==> src/rtl/bmorph_pkg.sv <==
// ---------------------------------------------------------------------------
// bmorph_pkg
// Shared types, constants and helpers for the 3x3 binary morphology unit.
// ---------------------------------------------------------------------------
package bmorph_pkg;

  localparam int MAX_WIDTH   = 1024;
  localparam int MAX_HEIGHT  = 4096;
  localparam int WIDTH_W     = 11;
  localparam int HEIGHT_W    = 13;
  localparam int COL_W       = $clog2(MAX_WIDTH);
  localparam int POS_W       = $clog2(MAX_WIDTH * MAX_HEIGHT);
  localparam int DIV_CNT_W   = $clog2(POS_W + 1);
  localparam int CFG_DATA_W  = 13;
  localparam int FIFO_DEPTH  = 3;
  localparam int FIFO_PTR_W  = 2;

  typedef enum logic [1:0] {
    REG_IMAGE_WIDTH   = 2'd0,
    REG_IMAGE_HEIGHT  = 2'd1,
    REG_OPERATION     = 2'd2,
    REG_ELEMENT_SHAPE = 2'd3
  } cfg_reg_t;

  localparam logic OP_ERODE  = 1'b0;
  localparam logic OP_DILATE = 1'b1;

  localparam logic [2:0] SHAPE_CROSS   = 3'd0;
  localparam logic [2:0] SHAPE_HORIZ   = 3'd1;
  localparam logic [2:0] SHAPE_VERT    = 3'd2;
  localparam logic [2:0] SHAPE_PLUS45  = 3'd3;
  localparam logic [2:0] SHAPE_MINUS45 = 3'd4;

  localparam logic [WIDTH_W-1:0]  WIDTH_RESET  = WIDTH_W'(512);
  localparam logic [HEIGHT_W-1:0] HEIGHT_RESET = HEIGHT_W'(512);

  typedef struct packed {
    logic result_on;
    logic frame_last;
  } result_t;

  // window bit k = row*3 + col, row 0 oldest line, col 2 newest column
  function automatic logic [8:0] shape_mask(input logic [2:0] shape);
    logic [8:0] m;
    case (shape)
      SHAPE_CROSS:   m = 9'h0AA;
      SHAPE_HORIZ:   m = 9'h028;
      SHAPE_VERT:    m = 9'h082;
      SHAPE_PLUS45:  m = 9'h044;
      SHAPE_MINUS45: m = 9'h101;
      default:       m = 9'h1EF;
    endcase
    return m;
  endfunction

endpackage

==> src/rtl/bmorph_in_if.sv <==
// ---------------------------------------------------------------------------
// bmorph_in_if
// Mask pixel channel: valid/ready handshake with kind and pixel bit.
// ---------------------------------------------------------------------------
interface bmorph_in_if;
  logic valid;
  logic ready;
  logic kind;
  logic pixel_on;

  modport source (output valid, output kind, output pixel_on, input ready);
  modport sink   (input valid, input kind, input pixel_on, output ready);
endinterface

==> src/rtl/bmorph_out_if.sv <==
// ---------------------------------------------------------------------------
// bmorph_out_if
// Result pixel channel: valid/ready handshake with result and end of frame.
// ---------------------------------------------------------------------------
interface bmorph_out_if;
  logic valid;
  logic ready;
  logic result_on;
  logic frame_last;

  modport source (output valid, output result_on, output frame_last, input ready);
  modport sink   (input valid, input result_on, input frame_last, output ready);
endinterface

==> src/rtl/binary_morphology_3x3_unit.sv <==
// ---------------------------------------------------------------------------
// binary_morphology_3x3_unit
// 3x3 binary erosion / dilation on a raster-order mask stream.
// ---------------------------------------------------------------------------
// Takes one mask pixel per clock while in_ch.ready is high and returns one
// result pixel per clock, once the window is primed, while out_ch.ready is
// high; results trail the input by image_width + 1 pixels, and image_width + 1
// drain words after the last pixel flush the tail. Pipeline: position/counter
// update and line store read in the accept cycle, window update and result in
// the next, then a 3-word output queue, so a stalled sink does not block the
// input until the queue fills. The two line stores share one 2-bit wide RAM
// (one read, one write per clock). After reset the line stores are zeroed in
// a clearing pass with in_ch.ready low (config writes still taken). Each
// config write holds in_ch.ready low while a bit-serial divider rebuilds the
// output column/row from the raster position for the new width.
// ---------------------------------------------------------------------------
module binary_morphology_3x3_unit (
  input  logic                                clk,
  input  logic                                rst_n,
  bmorph_in_if.sink                           in_ch,
  bmorph_out_if.source                        out_ch,
  input  logic                                cfg_wr_en,
  input  bmorph_pkg::cfg_reg_t                cfg_index,
  input  logic [bmorph_pkg::CFG_DATA_W-1:0]   cfg_wr_data
);
  import bmorph_pkg::*;

  // configuration
  logic [WIDTH_W-1:0]  image_width_r;
  logic [HEIGHT_W-1:0] image_height_r;
  logic                operation_r;
  logic [2:0]          element_shape_r;
  logic [WIDTH_W-1:0]  w_use;
  logic [HEIGHT_W-1:0] h_use;
  logic [POS_W-1:0]    area_m1_r;
  logic [WIDTH_W+HEIGHT_W-1:0] area_full;

  // input position
  logic [COL_W-1:0] in_column_r, in_column_nxt;
  logic [1:0]       in_row_r, in_row_nxt;      // saturates at 2
  logic [POS_W-1:0] out_pos_r;
  logic [COL_W-1:0] ox_r;
  logic [POS_W-1:0] oy_r;

  // line store clear and divider
  logic             clr_active_r;
  logic [COL_W-1:0] clr_addr_r;
  logic             div_busy_r;
  logic [DIV_CNT_W-1:0] div_cnt_r;
  logic [COL_W-1:0] div_rem_r, div_rem_nxt;
  logic [POS_W-1:0] div_dq_r;
  logic [COL_W:0]   div_sh;
  logic             div_ge;

  // accept stage
  logic             in_ready;
  logic             accept, discard, a_take;
  logic             wrap_pre;
  logic [COL_W-1:0] a_c;
  logic [1:0]       a_row1;
  logic             a_emit, a_last;
  logic [COL_W:0]   a_col_inc;
  logic [2:0]       a_xin, a_yin;
  logic [POS_W:0]   oy_ext;
  logic [POS_W:0]   h_ext;
  logic [COL_W:0]   ox_ext;

  // window stage
  logic             b_vld_r;
  logic             b_pix_r;
  logic [COL_W-1:0] b_col_r;
  logic             b_emit_r, b_last_r;
  logic [2:0]       b_xin_r, b_yin_r;
  logic             fwd_r;
  logic [1:0]       fwd_data_r;
  logic [1:0]       ram_q, store_q;
  logic [1:0]       b_wr_data;
  logic [8:0]       window_r, window_nxt;
  logic [8:0]       mask;
  logic             centre, b_result, dil_any;

  // ram port
  logic             ram_we;
  logic [COL_W-1:0] ram_waddr;
  logic [1:0]       ram_wdata;

  // output queue
  result_t               fifo_mem_r [FIFO_DEPTH];
  logic [FIFO_PTR_W-1:0] fifo_wr_r, fifo_rd_r;
  logic [FIFO_PTR_W-1:0] fifo_cnt_r;
  logic                  push, pop;
  logic [FIFO_PTR_W:0]   occupancy;

  function automatic logic [1:0] row_inc(input logic [1:0] r);
    return (r == 2'd0) ? 2'd1 : 2'd2;
  endfunction

  function automatic logic [FIFO_PTR_W-1:0] ptr_inc(input logic [FIFO_PTR_W-1:0] p);
    return (p == FIFO_PTR_W'(FIFO_DEPTH - 1)) ? '0 : p + 1'b1;
  endfunction

  // ---------------------------------------------------------------- config
  always_comb begin
    w_use = image_width_r;
    if (image_width_r < WIDTH_W'(3)) w_use = WIDTH_W'(3);
    if (image_width_r > WIDTH_W'(MAX_WIDTH)) w_use = WIDTH_W'(MAX_WIDTH);
    h_use = image_height_r;
    if (image_height_r < HEIGHT_W'(3)) h_use = HEIGHT_W'(3);
    if (image_height_r > HEIGHT_W'(MAX_HEIGHT)) h_use = HEIGHT_W'(MAX_HEIGHT);
  end

  assign area_full = w_use * h_use;

  always_ff @(posedge clk) begin
    area_m1_r <= POS_W'(area_full - 1'b1);
  end

  always_ff @(posedge clk) begin
    if (!rst_n) begin
      image_width_r   <= WIDTH_RESET;
      image_height_r  <= HEIGHT_RESET;
      operation_r     <= OP_ERODE;
      element_shape_r <= SHAPE_CROSS;
    end else if (cfg_wr_en) begin
      case (cfg_index)
        REG_IMAGE_WIDTH:   image_width_r   <= cfg_wr_data[WIDTH_W-1:0];
        REG_IMAGE_HEIGHT:  image_height_r  <= cfg_wr_data[HEIGHT_W-1:0];
        REG_OPERATION:     operation_r     <= cfg_wr_data[0];
        REG_ELEMENT_SHAPE: element_shape_r <= cfg_wr_data[2:0];
        default: ;
      endcase
    end
  end

  // ---------------------------------------------------------------- clear
  always_ff @(posedge clk) begin
    if (!rst_n) begin
      clr_active_r <= 1'b1;
      clr_addr_r   <= '0;
    end else if (clr_active_r) begin
      clr_addr_r <= clr_addr_r + 1'b1;
      if (clr_addr_r == COL_W'(MAX_WIDTH - 1)) clr_active_r <= 1'b0;
    end
  end

  // ---------------------------------------------------------------- divider
  // out_pos / w_use, one quotient bit per cycle
  assign div_sh      = {div_rem_r, div_dq_r[POS_W-1]};
  assign div_ge      = div_sh >= w_use;
  assign div_rem_nxt = div_ge ? COL_W'(div_sh - w_use) : div_sh[COL_W-1:0];

  always_ff @(posedge clk) begin
    if (!rst_n) begin
      div_busy_r <= 1'b0;
      div_cnt_r  <= '0;
    end else if (cfg_wr_en) begin
      div_busy_r <= 1'b1;
      div_cnt_r  <= DIV_CNT_W'(POS_W);
    end else if (div_busy_r) begin
      if (div_cnt_r == '0) div_busy_r <= 1'b0;
      else div_cnt_r <= div_cnt_r - 1'b1;
    end
  end

  always_ff @(posedge clk) begin
    if (cfg_wr_en) begin
      div_rem_r <= '0;
      div_dq_r  <= out_pos_r;
    end else if (div_busy_r && div_cnt_r != '0) begin
      div_rem_r <= div_rem_nxt;
      div_dq_r  <= {div_dq_r[POS_W-2:0], div_ge};
    end
  end

  // ---------------------------------------------------------------- accept
  assign occupancy = {1'b0, fifo_cnt_r} + (FIFO_PTR_W + 1)'(b_vld_r & b_emit_r);
  assign in_ready  = !clr_active_r && !div_busy_r && (occupancy <= (FIFO_PTR_W + 1)'(2));
  assign in_ch.ready = in_ready;

  assign accept  = in_ch.valid && in_ready;
  assign discard = in_ch.kind && (in_row_r == 2'd0) && (in_column_r == '0);
  assign a_take  = accept && !discard;

  always_comb begin
    wrap_pre  = {1'b0, in_column_r} >= w_use;
    a_c       = wrap_pre ? '0 : in_column_r;
    a_row1    = wrap_pre ? row_inc(in_row_r) : in_row_r;
    a_emit    = (a_row1 == 2'd2) || ((a_row1 == 2'd1) && (a_c != '0));
    a_col_inc = {1'b0, a_c} + 1'b1;
    if (a_col_inc >= w_use) begin
      in_column_nxt = '0;
      in_row_nxt    = row_inc(a_row1);
    end else begin
      in_column_nxt = a_col_inc[COL_W-1:0];
      in_row_nxt    = a_row1;
    end
    a_last = out_pos_r >= area_m1_r;
  end

  // interior tests for the output pixel and its left/right, up/down neighbors
  always_comb begin
    ox_ext   = {1'b0, ox_r};
    oy_ext   = {1'b0, oy_r};
    h_ext    = (POS_W + 1)'(h_use);
    a_xin[0] = ox_r >= COL_W'(2);
    a_xin[1] = (ox_r != '0) && (ox_ext + 2'd2 <= w_use);
    a_xin[2] = ox_ext + 2'd3 <= w_use;
    a_yin[0] = (oy_r >= POS_W'(2)) && (oy_ext + 1'b1 <= h_ext);
    a_yin[1] = (oy_r != '0) && (oy_ext + 2'd2 <= h_ext);
    a_yin[2] = oy_ext + 2'd3 <= h_ext;
  end

  always_ff @(posedge clk) begin
    if (!rst_n) begin
      in_column_r <= '0;
      in_row_r    <= '0;
      out_pos_r   <= '0;
      ox_r        <= '0;
      oy_r        <= '0;
    end else if (div_busy_r) begin
      if (div_cnt_r == '0) begin
        ox_r <= div_rem_r;
        oy_r <= div_dq_r;
      end
    end else if (a_take) begin
      if (a_emit && a_last) begin
        in_column_r <= '0;
        in_row_r    <= '0;
        out_pos_r   <= '0;
        ox_r        <= '0;
        oy_r        <= '0;
      end else begin
        in_column_r <= in_column_nxt;
        in_row_r    <= in_row_nxt;
        if (a_emit) begin
          out_pos_r <= out_pos_r + 1'b1;
          if ({1'b0, ox_r} + 1'b1 >= w_use) begin
            ox_r <= '0;
            oy_r <= oy_r + 1'b1;
          end else begin
            ox_r <= ox_r + 1'b1;
          end
        end
      end
    end
  end

  // ---------------------------------------------------------------- window
  always_ff @(posedge clk) begin
    if (!rst_n) begin
      b_vld_r <= 1'b0;
    end else begin
      b_vld_r <= a_take;
    end
  end

  always_ff @(posedge clk) begin
    if (a_take) begin
      b_pix_r    <= !in_ch.kind && in_ch.pixel_on;
      b_col_r    <= a_c;
      b_emit_r   <= a_emit;
      b_last_r   <= a_last;
      b_xin_r    <= a_xin;
      b_yin_r    <= a_yin;
      // the RAM returns the old entry if the stage ahead writes it now
      fwd_r      <= b_vld_r && (b_col_r == a_c);
      fwd_data_r <= b_wr_data;
    end
  end

  assign store_q   = fwd_r ? fwd_data_r : ram_q;     // {top, mid}
  assign b_wr_data = {store_q[0], b_pix_r};          // top <= mid, mid <= pixel
  assign window_nxt = {b_pix_r, window_r[8:7], store_q[0], window_r[5:4],
                       store_q[1], window_r[2:1]};

  always_ff @(posedge clk) begin
    if (!rst_n) begin
      window_r <= '0;
    end else if (b_vld_r) begin
      window_r <= window_nxt;
    end
  end

  always_comb begin
    mask    = shape_mask(element_shape_r);
    centre  = window_nxt[4];
    dil_any = 1'b0;
    for (int r = 0; r < 3; r++) begin
      for (int c = 0; c < 3; c++) begin
        dil_any = dil_any | (mask[r*3+c] & window_nxt[r*3+c] & b_yin_r[r] & b_xin_r[c]);
      end
    end
    if (operation_r == OP_DILATE) begin
      b_result = centre | dil_any;
    end else if (b_xin_r[1] && b_yin_r[1]) begin
      b_result = centre && ((window_nxt & mask) == mask);
    end else begin
      b_result = centre;
    end
  end

  assign ram_we    = clr_active_r || b_vld_r;
  assign ram_waddr = clr_active_r ? clr_addr_r : b_col_r;
  assign ram_wdata = clr_active_r ? 2'b00 : b_wr_data;

  bmorph_ram #(
    .WIDTH (2),
    .DEPTH (MAX_WIDTH)
  ) u_line_store (
    .clk     (clk),
    .wr_en   (ram_we),
    .wr_addr (ram_waddr),
    .wr_data (ram_wdata),
    .rd_en   (a_take),
    .rd_addr (a_c),
    .rd_data (ram_q)
  );

  // ---------------------------------------------------------------- output queue
  assign push = b_vld_r && b_emit_r;
  assign pop  = out_ch.valid && out_ch.ready;

  always_ff @(posedge clk) begin
    if (!rst_n) begin
      fifo_wr_r  <= '0;
      fifo_rd_r  <= '0;
      fifo_cnt_r <= '0;
    end else begin
      if (push) fifo_wr_r <= ptr_inc(fifo_wr_r);
      if (pop)  fifo_rd_r <= ptr_inc(fifo_rd_r);
      if (push && !pop)      fifo_cnt_r <= fifo_cnt_r + 1'b1;
      else if (pop && !push) fifo_cnt_r <= fifo_cnt_r - 1'b1;
    end
  end

  always_ff @(posedge clk) begin
    if (push) begin
      fifo_mem_r[fifo_wr_r] <= '{result_on: b_result, frame_last: b_last_r};
    end
  end

  assign out_ch.valid      = fifo_cnt_r != '0;
  assign out_ch.result_on  = fifo_mem_r[fifo_rd_r].result_on;
  assign out_ch.frame_last = fifo_mem_r[fifo_rd_r].frame_last;

  // ---------------------------------------------------------------- checks
  a_fifo_no_overflow: assert property (@(posedge clk) disable iff (!rst_n)
    (push && !pop) |-> (fifo_cnt_r != FIFO_PTR_W'(FIFO_DEPTH)))
    else $error("output queue overflow");

  a_frame_restart: assert property (@(posedge clk) disable iff (!rst_n)
    (a_take && a_emit && a_last) |=> (in_column_r == '0 && in_row_r == 2'd0 &&
                                      out_pos_r == '0))
    else $error("frame end did not restart the input position");

  a_col_in_range: assert property (@(posedge clk) disable iff (!rst_n)
    !div_busy_r |-> ({1'b0, ox_r} < w_use))
    else $error("output column outside image width");

endmodule

==> src/rtl/bmorph_ram.sv <==
// ---------------------------------------------------------------------------
// bmorph_ram
// Generic single write port, single read port RAM with registered read.
// ---------------------------------------------------------------------------
module bmorph_ram #(
  parameter int WIDTH = 1,
  parameter int DEPTH = 16
) (
  input  logic                     clk,
  input  logic                     wr_en,
  input  logic [$clog2(DEPTH)-1:0] wr_addr,
  input  logic [WIDTH-1:0]         wr_data,
  input  logic                     rd_en,
  input  logic [$clog2(DEPTH)-1:0] rd_addr,
  output logic [WIDTH-1:0]         rd_data
);

  logic [WIDTH-1:0] mem_r [DEPTH];

  always_ff @(posedge clk) begin
    if (wr_en) begin
      mem_r[wr_addr] <= wr_data;
    end
    if (rd_en) begin
      rd_data <= mem_r[rd_addr];
    end
  end

endmodule
==> src/flat_wrapper.sv <==
// flat-port wrapper written by rule: the top's interface ports become plain ports
module binary_morphology_3x3_unit_flat import bmorph_pkg::*;
  (clk, rst_n, cfg_wr_en, cfg_index, cfg_wr_data, in_ch_valid, in_ch_kind, in_ch_pixel_on, in_ch_ready, out_ch_valid, out_ch_result_on, out_ch_frame_last, out_ch_ready);
  bmorph_in_if in_ch_i ();
  bmorph_out_if out_ch_i ();
  input  logic clk;
  input  logic rst_n;
  input  logic cfg_wr_en;
  input  bmorph_pkg::cfg_reg_t cfg_index;
  input  logic [bmorph_pkg::CFG_DATA_W-1:0] cfg_wr_data;
  input wire logic [$bits(in_ch_i.valid)-1:0] in_ch_valid;
  input wire logic [$bits(in_ch_i.kind)-1:0] in_ch_kind;
  input wire logic [$bits(in_ch_i.pixel_on)-1:0] in_ch_pixel_on;
  output wire logic [$bits(in_ch_i.ready)-1:0] in_ch_ready;
  output wire logic [$bits(out_ch_i.valid)-1:0] out_ch_valid;
  output wire logic [$bits(out_ch_i.result_on)-1:0] out_ch_result_on;
  output wire logic [$bits(out_ch_i.frame_last)-1:0] out_ch_frame_last;
  input wire logic [$bits(out_ch_i.ready)-1:0] out_ch_ready;
  assign in_ch_i.valid = in_ch_valid;
  assign in_ch_i.kind = in_ch_kind;
  assign in_ch_i.pixel_on = in_ch_pixel_on;
  assign in_ch_ready = in_ch_i.ready;
  assign out_ch_valid = out_ch_i.valid;
  assign out_ch_result_on = out_ch_i.result_on;
  assign out_ch_frame_last = out_ch_i.frame_last;
  assign out_ch_i.ready = out_ch_ready;
  binary_morphology_3x3_unit u_core (.clk(clk), .rst_n(rst_n), .in_ch(in_ch_i), .out_ch(out_ch_i), .cfg_wr_en(cfg_wr_en), .cfg_index(cfg_index), .cfg_wr_data(cfg_wr_data));
endmodule
==> config.mk <==
export PLATFORM = sky130hd
export DESIGN_NAME = binary_morphology_3x3_unit_flat
export DESIGN_NICKNAME = d
export VERILOG_FILES = /design/src/rtl/bmorph_pkg.sv /design/src/rtl/bmorph_in_if.sv /design/src/rtl/bmorph_out_if.sv /design/src/rtl/binary_morphology_3x3_unit.sv /design/src/rtl/bmorph_ram.sv /design/src/flat_wrapper.sv
export SDC_FILE = /design/constraint.sdc
export NUM_CORES = 2
export LEC_CHECK = 0
export BUFFER_PORTS_ARGS = -buffer_cell sky130_fd_sc_hd__buf_2
export CELL_PAD_IN_SITES_DETAIL_PLACEMENT = 0
export CELL_PAD_IN_SITES_GLOBAL_PLACEMENT = 1
export CORE_ASPECT_RATIO = 0.6
export CORE_MARGIN = 2
export CORE_UTILIZATION = 55
export CTS_BUF_LIST = sky130_fd_sc_hd__clkbuf_4 sky130_fd_sc_hd__clkbuf_8
export CTS_CLUSTER_SIZE = 30
export DETAILED_ROUTE_END_ITERATION = 10
export PLACE_DENSITY_LB_ADDON = 0.1
export SLEW_MARGIN = 20
export SYNTH_ARGS = -nofsm -noshare
export SYNTH_HDL_FRONTEND = slang
export SYNTH_SLANG_ARGS = --single-unit
==> constraint.sdc <==
create_clock -name clk -period 46.1 [get_ports clk]
set_input_delay 6.915 -clock clk [delete_from_list [all_inputs] [get_ports clk]]
set_output_delay 6.915 -clock clk [all_outputs]
set_load 0.05 [all_outputs]
After elaboration in Yosys (flattened, before gate mapping):

Memories as Yosys holds them, arrays and structs flattened. A register that Yosys moved wholly into a read port is not among the register bits.
Index checks and enable logic that the tools add are counted.
W data, S select, Z words.

* register bits: 203
* bits in writable memories: 2054
* input port bits: 22
* word-level logic and storage cells: 236
* memories kept: 2

Memory list
* u_core.u_line_store.mem_r: depth 1024, width 2, read ports 1, clocked after memory_dff 1, write ports 1, RTL line bmorph_ram.sv:18 `logic [WIDTH-1:0] mem_r [DEPTH];`
* u_core.fifo_mem_r: depth 3, width 2, read ports 1, clocked after memory_dff 1, write ports 1, RTL line binary_morphology_3x3_unit.sv:88 `result_t fifo_mem_r [FIFO_DEPTH];`

* add/sub/neg operators: 19
* multipliers: 1
* $lt $le $gt $ge: 17
* eq/ne operators: 16
* multiplexer cells: 53
* bitwise operators: 41
* reductions and logical operators: 57

Operator list (count)
* $mux W22: 10
* $mux W10: 11
* $le A23 B13 Y1: 3
* $add A22 B2 Y23 const B: 2
* $pmux W9 S5: 1
* $add A22 B1 Y22 const B: 2
* $ge A11 B11 Y1: 3
* $and A1 B1 Y1: 28
* $mux W13: 2
* $mux W2: 13
* $add A22 B1 Y23 const B: 1
* $add A10 B1 Y11 const B: 2
* $add A10 B2 Y11 const B: 2
* $ge A22 B2 Y1 const B: 1
* $ge A22 B22 Y1: 1
* $le A11 B11 Y1: 2
* $mul A11 B13 Y22: 1
* $mux W11: 2
* $reduce_bool A22 Y1: 1
* $sub A22 B1 Y22 const B: 1
* $add A10 B1 Y10 const B: 2
* $logic_and A1 B1 Y1: 20
* $reduce_bool A10 Y1: 2
* $mux W5: 3
* 38 further kinds: 88

Longest topological paths before layout:

* depth in word-level cells: 15
* gate-level depth with buffers: 29

By module:

From an unflattened synthesis, not the netlist that was laid out.

* cells, all modules: 6954
* area total of the unflattened synthesis: 102368.2 µm²

By module, submodules not included
* bmorph_ram: times used 1, cells an instance 4793, area each 83777.8 µm², sequential area each 61559.0 µm²
* binary_morphology_3x3_unit: times used 1, cells an instance 2161, area each 18590.3 µm², sequential area each 4664.5 µm²

Least setup slack after synthesis:

OpenSTA, ideal clock, no wires.

* kind: register to register
* from: register u_core.clr_active_r
* to: memory u_core.u_line_store.mem_r[0][0] (data pin)
* library setup time: 5185 ps
* arrival time: 25539 ps
* slack: 15376 ps
* cell stages (with the launch flop): 5
* clock period less this slack: 30724 ps
* cells stage by stage: dfxtp_1 > clkbuf_1 > clkbuf_1 > clkbuf_1 > nor2b_1

* word-level cells in the longest chain between the ends: 1

Ends and longest elaborated chain
* start, declared: RTL line binary_morphology_3x3_unit.sv:46 `logic clr_active_r;`
* start signal, assigned: RTL line binary_morphology_3x3_unit.sv:138 `clr_active_r <= 1'b1;`
* start signal, assigned: RTL line binary_morphology_3x3_unit.sv:142 `if (clr_addr_r == COL_W'(MAX_WIDTH - 1)) clr_active_r <= 1'b0;`
* $mux W2: RTL line binary_morphology_3x3_unit.sv:304 `assign ram_wdata = clr_active_r ? 2'b00 : b_wr_data;`
* named net u_core.ram_wdata[0]: RTL line binary_morphology_3x3_unit.sv:85 `logic [1:0] ram_wdata;`
* end, declared: RTL line bmorph_ram.sv:18

The timed path passes the listed nets, and every way through them passes these cells.

Worst setup path in the final report:

* from: register u_core.b_vld_r
* to: output port in_ch_ready

* word-level cells in the longest chain between the ends: 4

Ends and longest elaborated chain
* start, declared: RTL line binary_morphology_3x3_unit.sv:69 `logic b_vld_r;`
* start signal, assigned: RTL line binary_morphology_3x3_unit.sv:253 `b_vld_r <= a_take;`
* $and A1 B1 Y1: RTL line binary_morphology_3x3_unit.sv:176 `assign occupancy = {1'b0, fifo_cnt_r} + (FIFO_PTR_W + 1)'(b_vld_r & b_emit_r);`
* $add A2 B3 Y3: RTL line binary_morphology_3x3_unit.sv:176
* $le A3 B2 Y1: RTL line binary_morphology_3x3_unit.sv:177 `assign in_ready = !clr_active_r && !div_busy_r && (occupancy <= (FIFO_PTR_W + 1)'(2));`
* $logic_and A1 B1 Y1: RTL line binary_morphology_3x3_unit.sv:177
* end, declared: RTL line flat_wrapper.sv:14 `output wire logic [$bits(in_ch_i.ready)-1:0] in_ch_ready;`

No other way between the ends.

==> out/qor.csv <==
stage;metric;value;unit
run_status;status;complete, no violations;
floorplanning;die area;0.1927;mm^2
grt;Congestion Overflow GR;0;
place;placed wire-length estimate;231500;um
sta;setup TNS;0;ps
clock_tree;CTS root buf;clkbuf_8;
place;RD Place Congestion;0.9491;
sta;Final Hold Vio Count;0;
clock_tree;maximum clock insertion buffer count;4;
grt;initial antenna violation count;35;
detailed_routing;wire length per cell;34.80;um
clock_tree;Skew-Pair Late Insertion Delay;1000;ps
detailed_routing;vias per cell;6.796;
worst_setup_path;r2r setup slk;37720;ps
grt;GRT Total Usage;0.3969;
synth;Syn Std Cell Area;0.1040;mm^2
worst_setup_path;critical path peak fanout;11;
sta;period utilization;0.2250;
synth;EDFF count, synth;2100;
grt;first-pass GRT wire length;535800;um
floorplanning;IO Count;26;
layout;layout cells sized above 1;0.1343;
sta;minimum clock period;10370;ps
synth;Syn Inst Count;8343;
synth;syn_area_per_cell;12.46;um^2
clock_tree;Setup Fix Bufs, Post-CTS;0;
synth;share of the synthesized area in the top cell type;0.6064;
floorplanning;Initial Utilization;0.5543;
clock_tree;CTS tree;built;
worst_setup_path;reg2reg end;u_core.u_line_store.rd_data[0]$_DFFE_PP_;
synth;number of synthesized register bits;2258;
sta;Max Freq;96.41;MHz
grt;vias in the first global route;70207;
floorplanning;row cnt;123;
worst_setup_path;Setup crit start kind;register;
synth;yosys warns;0;
synth;Commonest cells post-synth;2100 x edfxtp_1, 1369 x nor2_1, 640 x nand2_1;
clock_tree;clock sink count;2258;
worst_setup_path;Arr. time, crit path;3460;ps
place;Cells after DPL;10483;
synth;Most used DFF post-synth;edfxtp_1;
floorplanning;Die Y-Extent;340.8;um
synth;Yosys cell types;94;
power_and_ir_drop;VDD IR max;0.03246;mV
layout;# nets final;8656;
detailed_routing;DRC viols;0;
clock_tree;Post-CTS Resized;0;
worst_setup_path;Req. time, crit path;39190;ps
grt;largest net degree at the start of global routing;273;
synth;Synthesized Nets;8673;
clock_tree;Reg clk slew, reported paths;70;ps
worst_setup_path;Critical Path Start;u_core.b_vld_r$_SDFF_PN0_;
sta;relative slew slack;0.1483;
synth;count leader, synth;edfxtp_1;
layout;Post-Layout Inst Area;0.1139;mm^2
run;Max Cap Violations;0;
worst_setup_path;critical path endpoint category;output port;
place;Port Buffer Count;25;
worst_setup_path;RR Startpoint;u_core.image_width_r[10]$_SDFFE_PN0P_;
hold_path;Hold Path Class;reg -> reg;
synth;Seq/Total Area, Yosys;0.6368;
hold_path;hold path cells;2;
place;DP Area;0.1072;mm^2
worst_setup_path;R2R depth;20;
detailed_routing;Iteration-0 DRC Markers;14267;
worst_setup_path;crit path capture;in_ch_ready;
layout;Area Overhead vs Synth;9.518;%
clock_tree;# hold bufs at CTS;0;
sta;Least-Margin Pin Slew;1276;ps
detailed_routing;post-route ant nets;0;
layout;Finished Layout Cells;11116;
floorplanning;Core Region;0.1876;mm^2
sta;max-slew violation count;0;
sta;endpoints failing setup;0;
detailed_routing;total wire length;386900;um
detailed_routing;DR vias;75543;
power_and_ir_drop;LEAKAGE;32.72;nW
worst_setup_path;Setup CP Type;reg -> out;
detailed_routing;1st-pass router iterations;7;
power_and_ir_drop;PwrDens;35.78;mW/mm^2
synth;synth top area cells;edfxtp_1 61%, nor2_1 4.9%, mux2i_1 3.7%;
synth;Async SR Flop Fraction;0;
synth;Synth area leader;edfxtp_1;
clock_tree;cts bufs inserted;339;
floorplanning;Die Width;565.4;um
clock_tree;CTS H-tree depth;5;
sta;clock skew;67.87;ps
sta;RSZ-0062 raised after global routing;no;
## metal layers
layer	vias to the layer above	track usage	part of all wire
met5	-	0.009804	0.00096
met4	16	0.1410	0.038
met3	922	0.1921	0.18
met2	6273	0.4909	0.37
met1	37509	0.5938	0.40
li1	30823	-	-
## area by class of cell
cell class / instances / area, um^2
Multi-Input combinational cell: 5177 / 34720
Antenna cell: 41 / 102.6
Tap cell: 2500 / 3128
Clock buffer: 457 / 5645
Fill cell: 14855 / 73720
Sequential cell: 2258 / 66230
Timing Repair Buffer: 274 / 2201
Inverter: 276 / 1059
Clock inverter: 133 / 797.0
## logic make-up (layout without fill, tap and decap cells)
group	Yosys count	after routing	share of synthesized area
compound gates	1529	1529	0.09773
xor+xnor	147	147	0.01238
fa+ha+maj	309	309	0.04488
buf+inv	908	1140	0.03446
flops	2258	2258	0.6368
mux	628	628	0.07000
other cells	0	41	0
simple gates	2564	2564	0.1037
## stage by stage
| step | setup WS, ps | hold WS [ps] | power, mW | utilization |
|---|---|---|---|---|
| after floorplan | 15380 | 439.2 | 2.378 | - |
| after global placement | 35200 | 454.8 | 2.462 | 0.5712 |
| after detailed placement | 35080 | 464.0 | 2.463 | 0.5717 |
| after CTS | 35680 | 476.1 | 4.062 | 0.6060 |
| after global routing | 35520 | 492.8 | 4.167 | 0.6065 |
| final | 35730 | 476.8 | 4.075 | 0.6071 |
## report_power, final
part | internal [mW] | switching, mW
clock network | 0.833 | 0.809
logic | 0.0600 | 0.143
registers | 2.22 | 0.0107
total | 3.11 | 0.963
## registers in the layout, indices dropped and copies added (netlist names), 3 cells and up, named ones only
signal	cells
u_core.ox_r	10
u_core.clr_addr_r	10
u_core.b_xin_r	3
u_core.div_rem_r	10
u_core.u_line_store.mem_r	2048
u_core.div_cnt_r	5
u_core.out_pos_r	22
u_core.window_r	6
u_core.b_yin_r	3
u_core.oy_r	22
u_core.element_shape_r	3
u_core.fifo_mem_r	6
u_core.div_dq_r	22
u_core.b_col_r	10
u_core.area_m1_r	22
u_core.in_column_r	10
u_core.image_width_r	11
u_core.image_height_r	13
## critical path, cell delays in order, from the launching register on
cell and delay (ps):
dfxtp_1 640, nand2_1 250, inv_1 150, ha_1 180, inv_1 50, ha_1 260
a21oi_1 60, nor3_1 520, buf_2 380
## how the worst min path moves through the flow
stage / start / end
floorplan: u_core.image_height_r[5]$_SDFFE_PN0P_ / u_core.image_height_r[5]$_SDFFE_PN0P_
global placement: u_core.image_height_r[6]$_SDFFE_PN0P_ / u_core.image_height_r[6]$_SDFFE_PN0P_
detailed placement: u_core.image_height_r[2]$_SDFFE_PN0P_ / u_core.image_height_r[2]$_SDFFE_PN0P_
CTS: u_core.image_height_r[6]$_SDFFE_PN0P_ / u_core.image_height_r[6]$_SDFFE_PN0P_
global route: u_core.image_height_r[0]$_SDFFE_PN0P_ / u_core.image_height_r[0]$_SDFFE_PN0P_
finish: u_core.image_height_r[6]$_SDFFE_PN0P_ / u_core.image_height_r[6]$_SDFFE_PN0P_
## placed cells by master (no fill, tap or decap), types with 32 or more instances in the layout
cell type and count:
edfxtp_1 2100, nor2_1 1357, nand2_1 622, a21oi_1 393, mux2i_1 386, clkbuf_8 354
inv_1 265, buf_4 233, o21ai_0 226, ha_1 201, mux2_2 175, dfxtp_1 154
nand3_1 130, a211oi_1 116, fa_1 107, nor3_1 106, clkbuf_4 103, xnor2_1 89
o22ai_1 87, clkinv_1 86, o221ai_1 78, o211ai_1 75, a31oi_1 73, a22oi_1 68
nand4_1 67, mux4_2 61, xor2_1 58, nor2b_1 50, o21a_1 43, diode_2 41
a21o_1 40, and3_1 38, a221oi_1 38, nor4_1 32
Power figures use the tool's default switching activity.
